## src/rtl/core/qdd_pkg.sv

```systemverilog
`default_nettype none
// ----------------------------------------------------------------------------
// qdd_pkg
// Shared types, constants and decode function for the quadrature detent
// decoder.
// ----------------------------------------------------------------------------
package qdd_pkg;

    localparam int TIME_W   = 32;
    localparam int POS_W    = 9;
    localparam int CNT_W    = 8;
    localparam int MS_W     = 16;
    localparam int CFG_IDX_W = 3;
    localparam int CFG_DATA_W = 16;

    typedef logic [CFG_IDX_W-1:0] cfg_index_t;

    localparam cfg_index_t REG_COUNTS_PER_DETENT  = 3'd0;
    localparam cfg_index_t REG_ACCEL_ENABLE       = 3'd1;
    localparam cfg_index_t REG_ACCEL_RATE         = 3'd2;
    localparam cfg_index_t REG_ACCEL_THRESHOLD_MS = 3'd3;
    localparam cfg_index_t REG_IDLE_TIMEOUT_MS    = 3'd4;
    localparam cfg_index_t REG_DECODER_ENABLE     = 3'd5;

    localparam logic [CNT_W-1:0] RST_COUNTS_PER_DETENT  = 8'd4;
    localparam logic             RST_ACCEL_ENABLE       = 1'b0;
    localparam logic [CNT_W-1:0] RST_ACCEL_RATE         = 8'd2;
    localparam logic [MS_W-1:0]  RST_ACCEL_THRESHOLD_MS = 16'd50;
    localparam logic [MS_W-1:0]  RST_IDLE_TIMEOUT_MS    = 16'd500;
    localparam logic             RST_DECODER_ENABLE     = 1'b1;

    // {prev A, prev B, cur A, cur B}
    localparam logic [3:0] CW_0  = 4'b0001;
    localparam logic [3:0] CW_1  = 4'b0111;
    localparam logic [3:0] CW_2  = 4'b1110;
    localparam logic [3:0] CW_3  = 4'b1000;
    localparam logic [3:0] CCW_0 = 4'b0010;
    localparam logic [3:0] CCW_1 = 4'b1011;
    localparam logic [3:0] CCW_2 = 4'b1101;
    localparam logic [3:0] CCW_3 = 4'b0100;

    typedef enum logic [1:0] {
        DIR_NONE = 2'd0,
        DIR_CW   = 2'd1,
        DIR_CCW  = 2'd2
    } dir_t;

    typedef struct packed {
        logic [CNT_W-1:0] counts_per_detent;
        logic             accel_enable;
        logic [CNT_W-1:0] accel_rate;
        logic [MS_W-1:0]  accel_threshold_ms;
        logic [MS_W-1:0]  idle_timeout_ms;
        logic             decoder_enable;
        logic             clear_pos;
    } cfg_t;

    function automatic dir_t decode_dir(input logic [3:0] code);
        dir_t d;
        unique case (code) inside
            CW_0, CW_1, CW_2, CW_3:     d = DIR_CW;
            CCW_0, CCW_1, CCW_2, CCW_3: d = DIR_CCW;
            default:                    d = DIR_NONE;
        endcase
        return d;
    endfunction

endpackage
`default_nettype wire

```

## src/rtl/core/qdd_if.sv

```systemverilog
`default_nettype none
// ----------------------------------------------------------------------------
// qdd_if
// Valid/ready channels for pin samples, detent results and register writes.
// ----------------------------------------------------------------------------
interface qdd_sample_if;
    logic                        valid;
    logic                        ready;
    logic                        pin_a;
    logic                        pin_b;
    logic [qdd_pkg::TIME_W-1:0]  now_ms;

    modport source (output valid, output pin_a, output pin_b, output now_ms, input ready);
    modport sink   (input valid, input pin_a, input pin_b, input now_ms, output ready);
endinterface

interface qdd_result_if;
    logic                              valid;
    logic                              ready;
    logic                              detent_event;
    logic signed [qdd_pkg::POS_W-1:0]  detent_step;
    logic signed [qdd_pkg::POS_W-1:0]  sub_position;

    modport source (output valid, output detent_event, output detent_step,
                    output sub_position, input ready);
    modport sink   (input valid, input detent_event, input detent_step,
                    input sub_position, output ready);
endinterface

interface qdd_cfg_if;
    logic                            valid;
    logic                            ready;
    logic [qdd_pkg::CFG_IDX_W-1:0]   index;
    logic [qdd_pkg::CFG_DATA_W-1:0]  data;

    modport source (output valid, output index, output data, input ready);
    modport sink   (input valid, input index, input data, output ready);
endinterface
`default_nettype wire

```

## src/rtl/core/qdd_cfg_regs.sv

```systemverilog
`default_nettype none
// ----------------------------------------------------------------------------
// qdd_cfg_regs
// Configuration register bank; flags a position clear on disable.
// ----------------------------------------------------------------------------
module qdd_cfg_regs (
    input  wire logic     clk,
    input  wire logic     rst_n,
    qdd_cfg_if.sink       cfg,
    output qdd_pkg::cfg_t regs
);

    logic [qdd_pkg::CNT_W-1:0] cpd_reg;
    logic                      accel_en_reg;
    logic [qdd_pkg::CNT_W-1:0] rate_reg;
    logic [qdd_pkg::MS_W-1:0]  thr_reg;
    logic [qdd_pkg::MS_W-1:0]  timeout_reg;
    logic                      dec_en_reg;
    logic                      wr;

    assign cfg.ready = 1'b1;
    assign wr        = cfg.valid && cfg.ready;

    always_ff @(posedge clk or negedge rst_n)
    begin
        if (!rst_n)
        begin
            cpd_reg      <= qdd_pkg::RST_COUNTS_PER_DETENT;
            accel_en_reg <= qdd_pkg::RST_ACCEL_ENABLE;
            rate_reg     <= qdd_pkg::RST_ACCEL_RATE;
            thr_reg      <= qdd_pkg::RST_ACCEL_THRESHOLD_MS;
            timeout_reg  <= qdd_pkg::RST_IDLE_TIMEOUT_MS;
            dec_en_reg   <= qdd_pkg::RST_DECODER_ENABLE;
        end
        else if (wr)
        begin
            unique case (cfg.index)
                qdd_pkg::REG_COUNTS_PER_DETENT:  cpd_reg      <= cfg.data[qdd_pkg::CNT_W-1:0];
                qdd_pkg::REG_ACCEL_ENABLE:       accel_en_reg <= cfg.data[0];
                qdd_pkg::REG_ACCEL_RATE:         rate_reg     <= cfg.data[qdd_pkg::CNT_W-1:0];
                qdd_pkg::REG_ACCEL_THRESHOLD_MS: thr_reg      <= cfg.data[qdd_pkg::MS_W-1:0];
                qdd_pkg::REG_IDLE_TIMEOUT_MS:    timeout_reg  <= cfg.data[qdd_pkg::MS_W-1:0];
                qdd_pkg::REG_DECODER_ENABLE:     dec_en_reg   <= cfg.data[0];
                default:                         ;
            endcase
        end
    end

    always_comb
    begin
        regs.counts_per_detent  = cpd_reg;
        regs.accel_enable       = accel_en_reg;
        regs.accel_rate         = rate_reg;
        regs.accel_threshold_ms = thr_reg;
        regs.idle_timeout_ms    = timeout_reg;
        regs.decoder_enable     = dec_en_reg;
        regs.clear_pos          = wr && (cfg.index == qdd_pkg::REG_DECODER_ENABLE)
                                  && !cfg.data[0];
    end

endmodule
`default_nettype wire

```

## src/rtl/core/qdd_datapath.sv

```systemverilog
`default_nettype none
// ----------------------------------------------------------------------------
// qdd_datapath
// Input register, quadrature decode and detent state, result register.
// ----------------------------------------------------------------------------
module qdd_datapath (
    input  wire logic          clk,
    input  wire logic          rst_n,
    input  wire qdd_pkg::cfg_t regs,
    qdd_sample_if.sink         sample,
    qdd_result_if.source       result
);

    localparam int TW = qdd_pkg::TIME_W;
    localparam int PW = qdd_pkg::POS_W;

    // input stage
    logic          in_valid_reg;
    logic          in_a_reg;
    logic          in_b_reg;
    logic [TW-1:0] in_now_reg;

    // result stage
    logic                 out_valid_reg;
    logic                 out_event_reg;
    logic signed [PW-1:0] out_step_reg;
    logic signed [PW-1:0] out_pos_reg;

    // detent state
    logic                 primed_reg;
    logic [1:0]           prev_pins_reg;
    logic signed [PW-1:0] partial_reg;
    logic [TW-1:0]        last_move_reg;
    logic [TW-1:0]        last_det_reg;

    logic                 primed_next;
    logic [1:0]           prev_pins_next;
    logic signed [PW-1:0] partial_next;
    logic [TW-1:0]        last_move_next;
    logic [TW-1:0]        last_det_next;
    logic                 event_next;
    logic signed [PW-1:0] step_next;

    logic                 out_free;
    logic                 fire;
    logic [1:0]           pins;
    qdd_pkg::dir_t        dir;
    logic signed [PW-1:0] sum;
    logic [PW-1:0]        mag;
    logic                 hit;
    logic                 fast;
    logic                 idle;
    logic [PW-1:0]        rate_ext;
    logic [TW-1:0]        det_delta;
    logic [TW-1:0]        move_delta;

    assign out_free     = !out_valid_reg || result.ready;
    assign fire         = in_valid_reg && out_free;
    assign sample.ready = !in_valid_reg || out_free;

    assign pins       = {in_a_reg, in_b_reg};
    assign dir        = qdd_pkg::decode_dir({prev_pins_reg, pins});
    assign sum        = (dir == qdd_pkg::DIR_CCW) ? partial_reg - PW'(1) : partial_reg + PW'(1);
    assign mag        = sum[PW-1] ? PW'(-sum) : PW'(sum);
    assign hit        = mag >= {1'b0, regs.counts_per_detent};
    assign det_delta  = in_now_reg - last_det_reg;
    assign move_delta = in_now_reg - last_move_reg;
    assign fast       = det_delta < {{(TW-qdd_pkg::MS_W){1'b0}}, regs.accel_threshold_ms};
    assign idle       = move_delta > {{(TW-qdd_pkg::MS_W){1'b0}}, regs.idle_timeout_ms};
    assign rate_ext   = (regs.accel_enable && fast) ? {1'b0, regs.accel_rate} : PW'(1);

    always_comb
    begin
        primed_next    = primed_reg;
        prev_pins_next = prev_pins_reg;
        partial_next   = partial_reg;
        last_move_next = last_move_reg;
        last_det_next  = last_det_reg;
        event_next     = 1'b0;
        step_next      = '0;

        if (!regs.decoder_enable)
        begin
            partial_next = '0;
        end
        else if (!primed_reg)
        begin
            primed_next    = 1'b1;
            prev_pins_next = pins;
            last_move_next = in_now_reg;
            partial_next   = '0;
        end
        else if (pins != prev_pins_reg)
        begin
            prev_pins_next = pins;
            if (dir != qdd_pkg::DIR_NONE)
            begin
                partial_next   = sum;
                last_move_next = in_now_reg;
                if (hit)
                begin
                    partial_next = '0;
                    event_next   = 1'b1;
                    // direction is positive only for a strictly positive count
                    step_next    = (!sum[PW-1] && (sum != '0)) ? rate_ext : -rate_ext;
                    if (regs.accel_enable)
                    begin
                        last_det_next = in_now_reg;
                    end
                end
            end
        end
        else if ((partial_reg != '0) && idle)
        begin
            partial_next = '0;
        end
    end

    always_ff @(posedge clk or negedge rst_n)
    begin
        if (!rst_n)
        begin
            in_valid_reg  <= 1'b0;
            out_valid_reg <= 1'b0;
            primed_reg    <= 1'b0;
            prev_pins_reg <= '0;
            partial_reg   <= '0;
            last_move_reg <= '0;
            last_det_reg  <= '0;
        end
        else
        begin
            if (sample.ready)
            begin
                in_valid_reg <= sample.valid;
            end
            if (out_free)
            begin
                out_valid_reg <= in_valid_reg;
            end
            if (fire)
            begin
                primed_reg    <= primed_next;
                prev_pins_reg <= prev_pins_next;
                last_move_reg <= last_move_next;
                last_det_reg  <= last_det_next;
            end
            if (regs.clear_pos)
            begin
                partial_reg <= '0;
            end
            else if (fire)
            begin
                partial_reg <= partial_next;
            end
        end
    end

    always_ff @(posedge clk)
    begin
        if (sample.valid && sample.ready)
        begin
            in_a_reg   <= sample.pin_a;
            in_b_reg   <= sample.pin_b;
            in_now_reg <= sample.now_ms;
        end
        if (fire)
        begin
            out_event_reg <= event_next;
            out_step_reg  <= step_next;
            out_pos_reg   <= partial_next;
        end
    end

    assign result.valid        = out_valid_reg;
    assign result.detent_event = out_event_reg;
    assign result.detent_step  = out_step_reg;
    assign result.sub_position = out_pos_reg;

    a_event_clears_pos: assert property (@(posedge clk) disable iff (!rst_n)
        (out_valid_reg && out_event_reg) |-> (out_pos_reg == '0))
        else $error("detent word carries nonzero sub position");

    a_no_event_no_step: assert property (@(posedge clk) disable iff (!rst_n)
        (out_valid_reg && !out_event_reg) |-> (out_step_reg == '0))
        else $error("nonzero step without detent");

    a_disable_clears: assert property (@(posedge clk) disable iff (!rst_n)
        regs.clear_pos |=> (partial_reg == '0))
        else $error("position not cleared on disable");

    a_disabled_zero: assert property (@(posedge clk) disable iff (!rst_n)
        !regs.decoder_enable |-> (partial_reg == '0))
        else $error("position nonzero while disabled");

    a_unprimed_zero: assert property (@(posedge clk) disable iff (!rst_n)
        !primed_reg |-> (partial_reg == '0))
        else $error("position nonzero before first sample");

endmodule
`default_nettype wire

```

## src/rtl/core/quadrature_detent_decoder_unit.sv

```systemverilog
`default_nettype none
// ----------------------------------------------------------------------------
// quadrature_detent_decoder_unit
// Quadrature encoder decoder with detent counting, acceleration and idle
// clear.
// ----------------------------------------------------------------------------
// Each sample word (pin_a, pin_b, now_ms) yields exactly one result word
// (detent_event, detent_step, sub_position). One sample is taken every clock
// while the input register is empty or can move on; a word passes an input
// register and then a result register, from which its result is taken, and
// both registers keep moving while the result side accepts.
// Decode, accumulate and time compares sit in one stage between them.
// Register writes are always accepted; writing decoder_enable to 0 clears
// the partial position at once.
module quadrature_detent_decoder_unit (
    input  wire logic    clk,
    input  wire logic    rst_n,
    qdd_sample_if.sink   sample,
    qdd_result_if.source result,
    qdd_cfg_if.sink      cfg
);

    qdd_pkg::cfg_t regs;

    qdd_cfg_regs u_cfg_regs (
        .clk   (clk),
        .rst_n (rst_n),
        .cfg   (cfg),
        .regs  (regs)
    );

    qdd_datapath u_datapath (
        .clk    (clk),
        .rst_n  (rst_n),
        .regs   (regs),
        .sample (sample),
        .result (result)
    );

endmodule
`default_nettype wire

```

## src/flat_wrapper.sv

```systemverilog
// flat-port wrapper written by rule: the top's interface ports become plain ports
module quadrature_detent_decoder_unit_flat 
  (clk, rst_n, sample_valid, sample_pin_a, sample_pin_b, sample_now_ms, sample_ready, result_valid, result_detent_event, result_detent_step, result_sub_position, result_ready, cfg_valid, cfg_index, cfg_data, cfg_ready);
  qdd_sample_if sample_i ();
  qdd_result_if result_i ();
  qdd_cfg_if cfg_i ();
  input  wire logic clk;
  input  wire logic rst_n;
  input wire logic [$bits(sample_i.valid)-1:0] sample_valid;
  input wire logic [$bits(sample_i.pin_a)-1:0] sample_pin_a;
  input wire logic [$bits(sample_i.pin_b)-1:0] sample_pin_b;
  input wire logic [$bits(sample_i.now_ms)-1:0] sample_now_ms;
  output wire logic [$bits(sample_i.ready)-1:0] sample_ready;
  output wire logic [$bits(result_i.valid)-1:0] result_valid;
  output wire logic [$bits(result_i.detent_event)-1:0] result_detent_event;
  output wire logic [$bits(result_i.detent_step)-1:0] result_detent_step;
  output wire logic [$bits(result_i.sub_position)-1:0] result_sub_position;
  input wire logic [$bits(result_i.ready)-1:0] result_ready;
  input wire logic [$bits(cfg_i.valid)-1:0] cfg_valid;
  input wire logic [$bits(cfg_i.index)-1:0] cfg_index;
  input wire logic [$bits(cfg_i.data)-1:0] cfg_data;
  output wire logic [$bits(cfg_i.ready)-1:0] cfg_ready;
  assign sample_i.valid = sample_valid;
  assign sample_i.pin_a = sample_pin_a;
  assign sample_i.pin_b = sample_pin_b;
  assign sample_i.now_ms = sample_now_ms;
  assign sample_ready = sample_i.ready;
  assign result_valid = result_i.valid;
  assign result_detent_event = result_i.detent_event;
  assign result_detent_step = result_i.detent_step;
  assign result_sub_position = result_i.sub_position;
  assign result_i.ready = result_ready;
  assign cfg_i.valid = cfg_valid;
  assign cfg_i.index = cfg_index;
  assign cfg_i.data = cfg_data;
  assign cfg_ready = cfg_i.ready;
  quadrature_detent_decoder_unit u_core (.clk(clk), .rst_n(rst_n), .sample(sample_i), .result(result_i), .cfg(cfg_i));
endmodule
```

## config.mk

```make
export PLATFORM = sky130hd
export DESIGN_NAME = quadrature_detent_decoder_unit_flat
export DESIGN_NICKNAME = d
export VERILOG_FILES = /design/src/rtl/core/qdd_pkg.sv /design/src/rtl/core/qdd_if.sv /design/src/rtl/core/qdd_cfg_regs.sv /design/src/rtl/core/qdd_datapath.sv /design/src/rtl/core/quadrature_detent_decoder_unit.sv /design/src/flat_wrapper.sv
export SDC_FILE = /design/constraint.sdc
export NUM_CORES = 1
export LEC_CHECK = 0
export BUFFER_PORTS_ARGS = -buffer_cell sky130_fd_sc_hd__buf_2
export CAP_MARGIN = 20
export CORE_MARGIN = 1
export CORE_UTILIZATION = 38
export CTS_CLUSTER_DIAMETER = 150
export CTS_CLUSTER_SIZE = 20
export DETAILED_ROUTE_END_ITERATION = 10
export HOLD_SLACK_MARGIN = 0.15
export MAX_ROUTING_LAYER = met4
export PLACE_DENSITY = 0.53
export SYNTH_ARGS = -nofsm -noshare
export SYNTH_HDL_FRONTEND = slang
export SYNTH_SLANG_ARGS = --single-unit
```

## constraint.sdc

```tcl
create_clock -name clk -period 10.34 [get_ports clk]
set_input_delay 0 -clock clk [delete_from_list [all_inputs] [get_ports clk]]
set_output_delay 0 -clock clk [all_outputs]
set_load 0.02 [all_outputs]
```

==> results.cfg, run 1 <==
[routing]
antenna_left = 0
drt_iter0_drc = 667
wl_per_cell_um = 16.7
vias = 10586
routed_via_density = 5.35
drc = 0
wl_mm = 33.1
dr.pass1.iters = 5

[worst_setup_path]
critical_path_class = reg2reg
path_max_fanout = 16
slowest_delay_ps = 530
arrival_ps = 6900
end_kind = flop
regToRegStartpoint = u_core.u_datapath.in_now_reg[0]
worst-path-stages = 23
crit_slowest_cell = or4_1
worstSetupStartpoint = u_core.u_datapath.in_now_reg[0]
cp-endpoint = u_core.u_datapath.result.detent_step[2]
crit_buf_inv = 2
crit_required_ps = 10650
path_cells = inv_1 > ha_1 > inv_1 > fa_1 > a211oi_1 > o21ai_0 > a31oi_1 > xnor2_1 > ha_1 > a21oi_1 > nand2_1 > a22oi_1 > nand4b_1 > or4_1 > or4_1 > nor4b_2 > nand4_2 > or2_1 > nor2_1 > ha_1 > nor2_1 > or4_1 > a21boi_1
worstRegToRegCells = 23
crit_family = simple AND/OR/NAND/NOR gates
rrSetupSlack_ps = 3750
start_kind = flop
rr_endpoint = u_core.u_datapath.result.detent_step[2]

[power_and_ir_drop]
combPwrFrac_pct = 61.1
pwr-share-seq_pct = 24.1
cellPowerDensity_nw_per_um2 = 303
p_int_mw = 2.40
p_clk_share_pct = 14.7
switching_power_mw = 2.01
ir_drop_mv = 0.148
cellLeakagePower_nw = 6.21
netSwitchingFraction_pct = 45.6

[logic_synthesis]
yosys-top-cells-area = dfrtp_1 23%, edfxtp_1 13%, ha_1 11%
synthCells = 1408
synth_edf_count = 53
ys_dominant_reg_cell = dfrtp_1
synth.most_common_cell = nand2_1
yosys.cell_types.count = 79
synth_commonest_cells = 164 x nand2_1, 157 x o21ai_0, 124 x inv_1
ys_seq_area_share_pct = 38.5
synth_top_cell_area_share_pct = 23.3
yosys.area.top_type = dfrtp_1
yosysWarnings = 0
synthesis.nets = 1579
synthArstFlopShare_pct = 70.7
synth_area_per_cell_um2 = 8.87
synth.cell_area_um2 = 12500
ys_seq_elements = 181

[timing]
period_share_pct = 63.8
rsz0062_at_grt = false
finalSetupViolations = 0
period_needed_ps = 6590
worst_pin_slew_ps = 998
skew_ps = 11.5
timing.fmax_mhz = 152
relSlewSlack_pct = 33.5
tns_ps = 0
finalHoldViolations = 0
drv_slew = 0

[outcome]
outcome = finished, final reports clean

[clocking]
cts_setup_buffers = 0
clock_latency_ps = 450
ctsRootBufferMaster = clkbuf_16
clockBufferDepth = 2
ctsResizeCount = 0
htreeDepth = 4
cts_tree = built
clock_sinks = 181
cts_buffers = 17
path_clk_slew_ps = 70

[global_route]
grt_first_pass_wirelength_mm = 53.3
grt_max_degree = 69
antenna_found_initial = 0
grt_usage_pct = 20.9
grt_pass1_vias = 10022
grt-ovfl-total = 0

[flow_run]
maxCapViolations = 0

[floorplan]
coreArea_um2 = 32500
pin_count = 80
initial_utilization_pct = 38.5
rows = 66
dieArea_um2 = 33600
fp.dieW_um = 183
fp.dieH_um = 183

[layout]
diodes = 0
drive_gt1_share_pct = 12.0
fillerInstances = 3168
stdcell_count = 1980
area_delta_synth_final_pct = 16.4
num-nets-final = 1696

[placement]
gp_congestion = 0.888
numPortBuffers = 78
place_inst = 1885
dp_hpwl_mm = 24.7

[worst_hold_path]
hold_path_class = in2reg
-- power by group through the flow --
stage | Clock, mW | Sequential [mW] | Combinational (mW)
floorplan | 0 | 1.07 | 2.02
global placement | 0 | 1.07 | 2.64
detailed placement | 0 | 1.08 | 2.66
CTS | 0.668 | 1.06 | 2.70
global route | 0.696 | 1.09 | 3.05
finish | 0.649 | 1.06 | 2.70
-- timing repair --
action / CTS / global route
endpoints found under the setup margin: 0 / 0
hold buffers: 63 / 0
endpoints found under the hold margin: 155 / 0
-- cell type report --
class,instances,area (µm²),area share (%)
Clock buffer,19,433,2.98
Tap cell,442,553,3.81
Clock inverter,13,135,0.930
Sequential cell,181,4810,33.1
Inverter,125,469,3.23
Timing Repair Buffer,154,1130,7.79
Multi-Input combinational cell,1046,7000,48.2
-- through the flow --
step           instance area (µm²)  power (mW)  setup WS (ps)  hold slack [ps]  utilization [%]
6_report                     14500        4.41           3750              255             44.8
3_5_place_dp                 13300        3.74           3810             66.7             41.1
4_1_cts                      14500        4.44           3730              231             44.8
2_1_floorplan                12500        3.09           4610             -296                -
5_1_grt                      14500        4.84           3150              232             44.8
3_3_place_gp                 13300        3.72           3930             54.4             41.0
-- cell usage in the layout (no fill, tap or decap), types with 33 or more instances in the layout --
cell | netlist | final
a21oi_1 | 112 | 111
buf_2 | 7 | 77
dfrtp_1 | 116 | 116
dlygate4sd3_1 | 0 | 63
edfxtp_1 | 53 | 53
ha_1 | 110 | 110
inv_1 | 124 | 124
mux2_2 | 33 | 33
nand2_1 | 164 | 164
nor2_1 | 70 | 70
o21ai_0 | 157 | 157
xnor2_1 | 43 | 43
-- cells by family (layout without fill, tap and decap cells) --
| group | Yosys count | count (layout) | share of synthesized area, % |
|---|---|---|---|
| AO/OA/AOI/OAI | 431 | 431 | 21.2 |
| XOR/XNOR | 63 | 63 | 4.42 |
| adder cells (fa/ha/maj) | 113 | 113 | 11.5 |
| buffers and inverters | 181 | 311 | 5.54 |
| flip-flops | 181 | 181 | 38.5 |
| multiplexers | 37 | 37 | 3.30 |
| other | 1 | 1 | 0.0300 |
| AND/OR/NAND/NOR | 401 | 401 | 15.5 |
-- routing by layer --
layer | track usage (%) | vias up | share of wire (%) | wire length, µm
li1 | - | 5291 | - | -
met1 | 27.7 | 5044 | 48 | 16000
met2 | 32.9 | 221 | 46 | 15300
met3 | 3.71 | 30 | 4.1 | 1340
met4 | 5.30 | 0 | 1.3 | 442
met5 | - | - | 0 | 0
-- worst min path at each step --
stage	startpoint	end	slack, ps	depth (start not counted)
6_report	sample_now_ms[13]	u_core.u_datapath.in_now_reg[13]	250	2
5_1_grt	sample_now_ms[12]	u_core.u_datapath.in_now_reg[12]	230	2
4_1_cts	sample_now_ms[10]	u_core.u_datapath.in_now_reg[10]	230	2
3_5_place_dp	rst_n	u_core.u_cfg_regs.timeout_reg[10]	70	1
3_3_place_gp	rst_n	u_core.u_cfg_regs.timeout_reg[12]	50	1
2_1_floorplan	rst_n	u_core.u_cfg_regs.accel_en_reg	-300	0
No activity file was read; power rests on OpenSTA's default activity.
==> inputs of run 2 (changes only) <==
--- a/config.mk
+++ b/config.mk
@@ -5,6 +5,7 @@
 export SDC_FILE = /design/constraint.sdc
 export NUM_CORES = 1
 export LEC_CHECK = 0
+export ABC_AREA = 1
 export BUFFER_PORTS_ARGS = -buffer_cell sky130_fd_sc_hd__buf_2
 export CAP_MARGIN = 20
 export CORE_MARGIN = 1
@@ -14,7 +15,7 @@
 export DETAILED_ROUTE_END_ITERATION = 10
 export HOLD_SLACK_MARGIN = 0.15
 export MAX_ROUTING_LAYER = met4
-export PLACE_DENSITY = 0.53
+export PLACE_DENSITY = 0.55
 export SYNTH_ARGS = -nofsm -noshare
 export SYNTH_HDL_FRONTEND = slang
 export SYNTH_SLANG_ARGS = --single-unit
==> constraint.sdc (replaced) <==
create_clock -name clk -period 5.48 [get_ports clk]
set_input_delay 0 -clock clk [delete_from_list [all_inputs] [get_ports clk]]
set_output_delay 0 -clock clk [all_outputs]
set_load 0.02 [all_outputs]
==> run 2 against run 1 <==
Compared with the run above: sequential power up 100%; core utilization up 0.36 points; total power up 120%; register-to-register slack worse by 3200 ps; flip-flop and latch count unchanged; area after synthesis up 7.7%; via count up 14%; synthesized cell count up 31%; non-clock buffer count up 3; critical path depth up 8; routed wire length up 15%; clock skew down 0.98 ps; critical path type unchanged.
==> results.cfg, run 2 <==
[outcome]
outcome = finished, final reports clean

[floorplan]
pin_count = 80
rows = 68
dieArea_um2 = 36100
fp.dieW_um = 190
fp.dieH_um = 190
coreArea_um2 = 34700
initial_utilization_pct = 38.7

[worst_setup_path]
rrSetupSlack_ps = 570
crit_slowest_cell = edfxtp_1
start_kind = flop
critical_path_class = reg2reg
arrival_ps = 5300
crit_family = compound AO/OA/AOI/OAI gates
regToRegStartpoint = u_core.u_datapath.in_b_reg
cp_common_cell = inv_1
path_max_fanout = 27
end_kind = flop
crit_buf_inv = 7
crit_required_ps = 5860
worstRegToRegCells = 31
slowest_delay_ps = 430
rr_endpoint = u_core.u_datapath.last_det_reg[11]

[layout]
num-nets-final = 2167
diodes = 0
final_cell_area_um2 = 15700
drive_gt1_share_pct = 11.3
final_common_cell = nand2_1
stdcell_count = 2463
area_delta_synth_final_pct = 16.6
layout_common_cells = 505 x nand2_1, 321 x inv_1, 139 x nor2_1

[logic_synthesis]
ys_seq_area_share_pct = 35.8
synthCells = 1845
synth_top_cell_area_share_pct = 21.6
yosys.cell_types.count = 51
synth_area_per_cell_um2 = 7.29
yosys-top-cells-area = dfrtp_1 22%, nand2_1 14%, edfxtp_1 12%
yosys.area.top_type = dfrtp_1
synth_edf_count = 53
synth.cell_area_um2 = 13400
ys_dominant_reg_cell = dfrtp_1
ys_seq_elements = 181
yosysWarnings = 0
synth_commonest_cells = 505 x nand2_1, 321 x inv_1, 139 x nor2_1
synthArstFlopShare_pct = 70.7
synthesis.nets = 2016
synth.most_common_cell = nand2_1

[timing]
finalHoldViolations = 0
drv_slew = 0
period_share_pct = 89.7
finalSetupViolations = 0
worst_pin_slew_ps = 950
period_needed_ps = 4910
timing.fmax_mhz = 204
relSlewSlack_pct = 36.6
tns_ps = 0
rsz0062_at_grt = false
skew_ps = 10.5

[clocking]
clock_latency_ps = 460
clock_sinks = 181
cts_tree = built
cts_buffers = 17
path_clk_slew_ps = 60
htreeDepth = 4
clockBufferDepth = 2
ctsRootBufferMaster = clkbuf_16

[global_route]
grt_first_pass_wirelength_mm = 61.3
grt_pass1_vias = 11792
grt_max_degree = 70
grt_usage_pct = 22.6
antenna_found_initial = 0
grt-ovfl-total = 0

[placement]
gp_congestion = 0.951
numPortBuffers = 78
place_inst = 2362
dp_hpwl_mm = 30.5
placed_area_um2 = 14300

[routing]
dr.pass1.iters = 5
vias = 12104
wl_mm = 38.1
wl_per_cell_um = 15.5
drt_iter0_drc = 875
drc = 0
antenna_left = 0
routed_via_density = 4.91

[power_and_ir_drop]
cellLeakagePower_nw = 7.93
power_mw = 9.60
ir_drop_mv = 0.328
cellPowerDensity_nw_per_um2 = 612

[flow_run]
maxCapViolations = 0

[worst_hold_path]
hold_path_class = in2async
[run 2: cell count changes after synthesis, moves of 24 or more]
cell and delta:
a21o_1 -24, clkbuf_1 -31, inv_1 +197, mux2_2 -31, nand2_1 +341, nand2_2 +32
nand3_1 +60, nor2_1 +69, o21ai_0 -30, o21ai_2 +33, xnor2_1 -34
[run 2: through the flow]
stage / setup slack (ps) / hold slack, ps / util [%]
after CTS: 374 / 178 / 44.9
final: 567 / 145 / 45.1
after global placement: 581 / 122 / 41.3
after global routing: 124 / 201 / 45.1
after floorplan: 1350 / -296 / -
after detailed placement: 454 / 125 / 41.3
[run 2: worst register-to-register path: cells and delay by family, from the launching register on]
| family | cells | cell delay [ps] |
|---|---|---|
| compound gates | 8 | 1270 |
| simple gates | 12 | 1180 |
| buf+inv | 7 | 1020 |
| fa+ha+maj | 2 | 650 |
| flops | 1 | 430 |
| xor+xnor | 2 | 320 |
[run 2: what timing repair did]
| action | in CTS | in global routing |
|---|---|---|
| endpoints found under the hold margin | 146 | 0 |
| setup buffers | 0 | 8 |
| endpoints found under the setup margin | 0 | 25 |
| hold buffers | 61 | 0 |
| gates resized for setup | 0 | 0 |
[run 2: how the worst max path moves through the flow]
| stage | start | slack [ps] | endpoint | depth (start not counted) |
|---|---|---|---|---|
| 2_1_floorplan | u_core.u_datapath.in_b_reg | 1350 | u_core.u_datapath.result.detent_step[1] | 30 |
| 3_3_place_gp | u_core.u_datapath.in_b_reg | 580 | u_core.u_datapath.last_det_reg[31] | 30 |
| 3_5_place_dp | u_core.u_datapath.in_b_reg | 450 | u_core.u_datapath.last_det_reg[17] | 30 |
| 4_1_cts | u_core.u_datapath.in_b_reg | 370 | u_core.u_datapath.last_det_reg[11] | 30 |
| 5_1_grt | u_core.u_datapath.in_now_reg[0] | 120 | u_core.u_datapath.result.sub_position[3] | 26 |
| 6_report | u_core.u_datapath.in_b_reg | 570 | u_core.u_datapath.last_det_reg[11] | 31 |
[run 2: report_power, final]
| group | switching (mW) | internal [mW] |
|---|---|---|
| Sequential | 0.280 | 1.89 |
| Combinational | 3.89 | 2.22 |
| Clock | 0.557 | 0.769 |
| Total | 4.72 | 4.87 |
[run 2: cell type report]
| type | count | area, µm² |
|---|---|---|
| tap | 455 | 569 |
| clock inverter | 8 | 108 |
| timing repair buffer | 157 | 1170 |
| clock buffer | 23 | 522 |
| fill | 3541 | 19000 |
| multi-input combinational | 1312 | 7260 |
| inverter | 327 | 1230 |
| sequential | 181 | 4810 |
[run 2: metal layers]
metal	vias up	wire length (µm)	track usage, %
met5	-	0	-
met4	0	784	6.54
met3	45	1370	3.27
met2	257	17400	35.9
met1	5598	18500	29.7
li1	6204	-	-
[run 2: kinds of logic (layout without fill, tap and decap cells)]
family | after synthesis | count (layout) | synth area share [%]
AOI/OAI and AO/OA | 304 | 304 | 13.0
buffers and inverters | 352 | 515 | 10.3
other | 1 | 1 | 0.0279
muxes | 2 | 2 | 0.168
xor gates and xnor gates | 53 | 53 | 3.51
DFF | 181 | 181 | 35.8
adders and majority gates | 113 | 113 | 10.7
and+or+nand+nor | 839 | 839 | 26.6
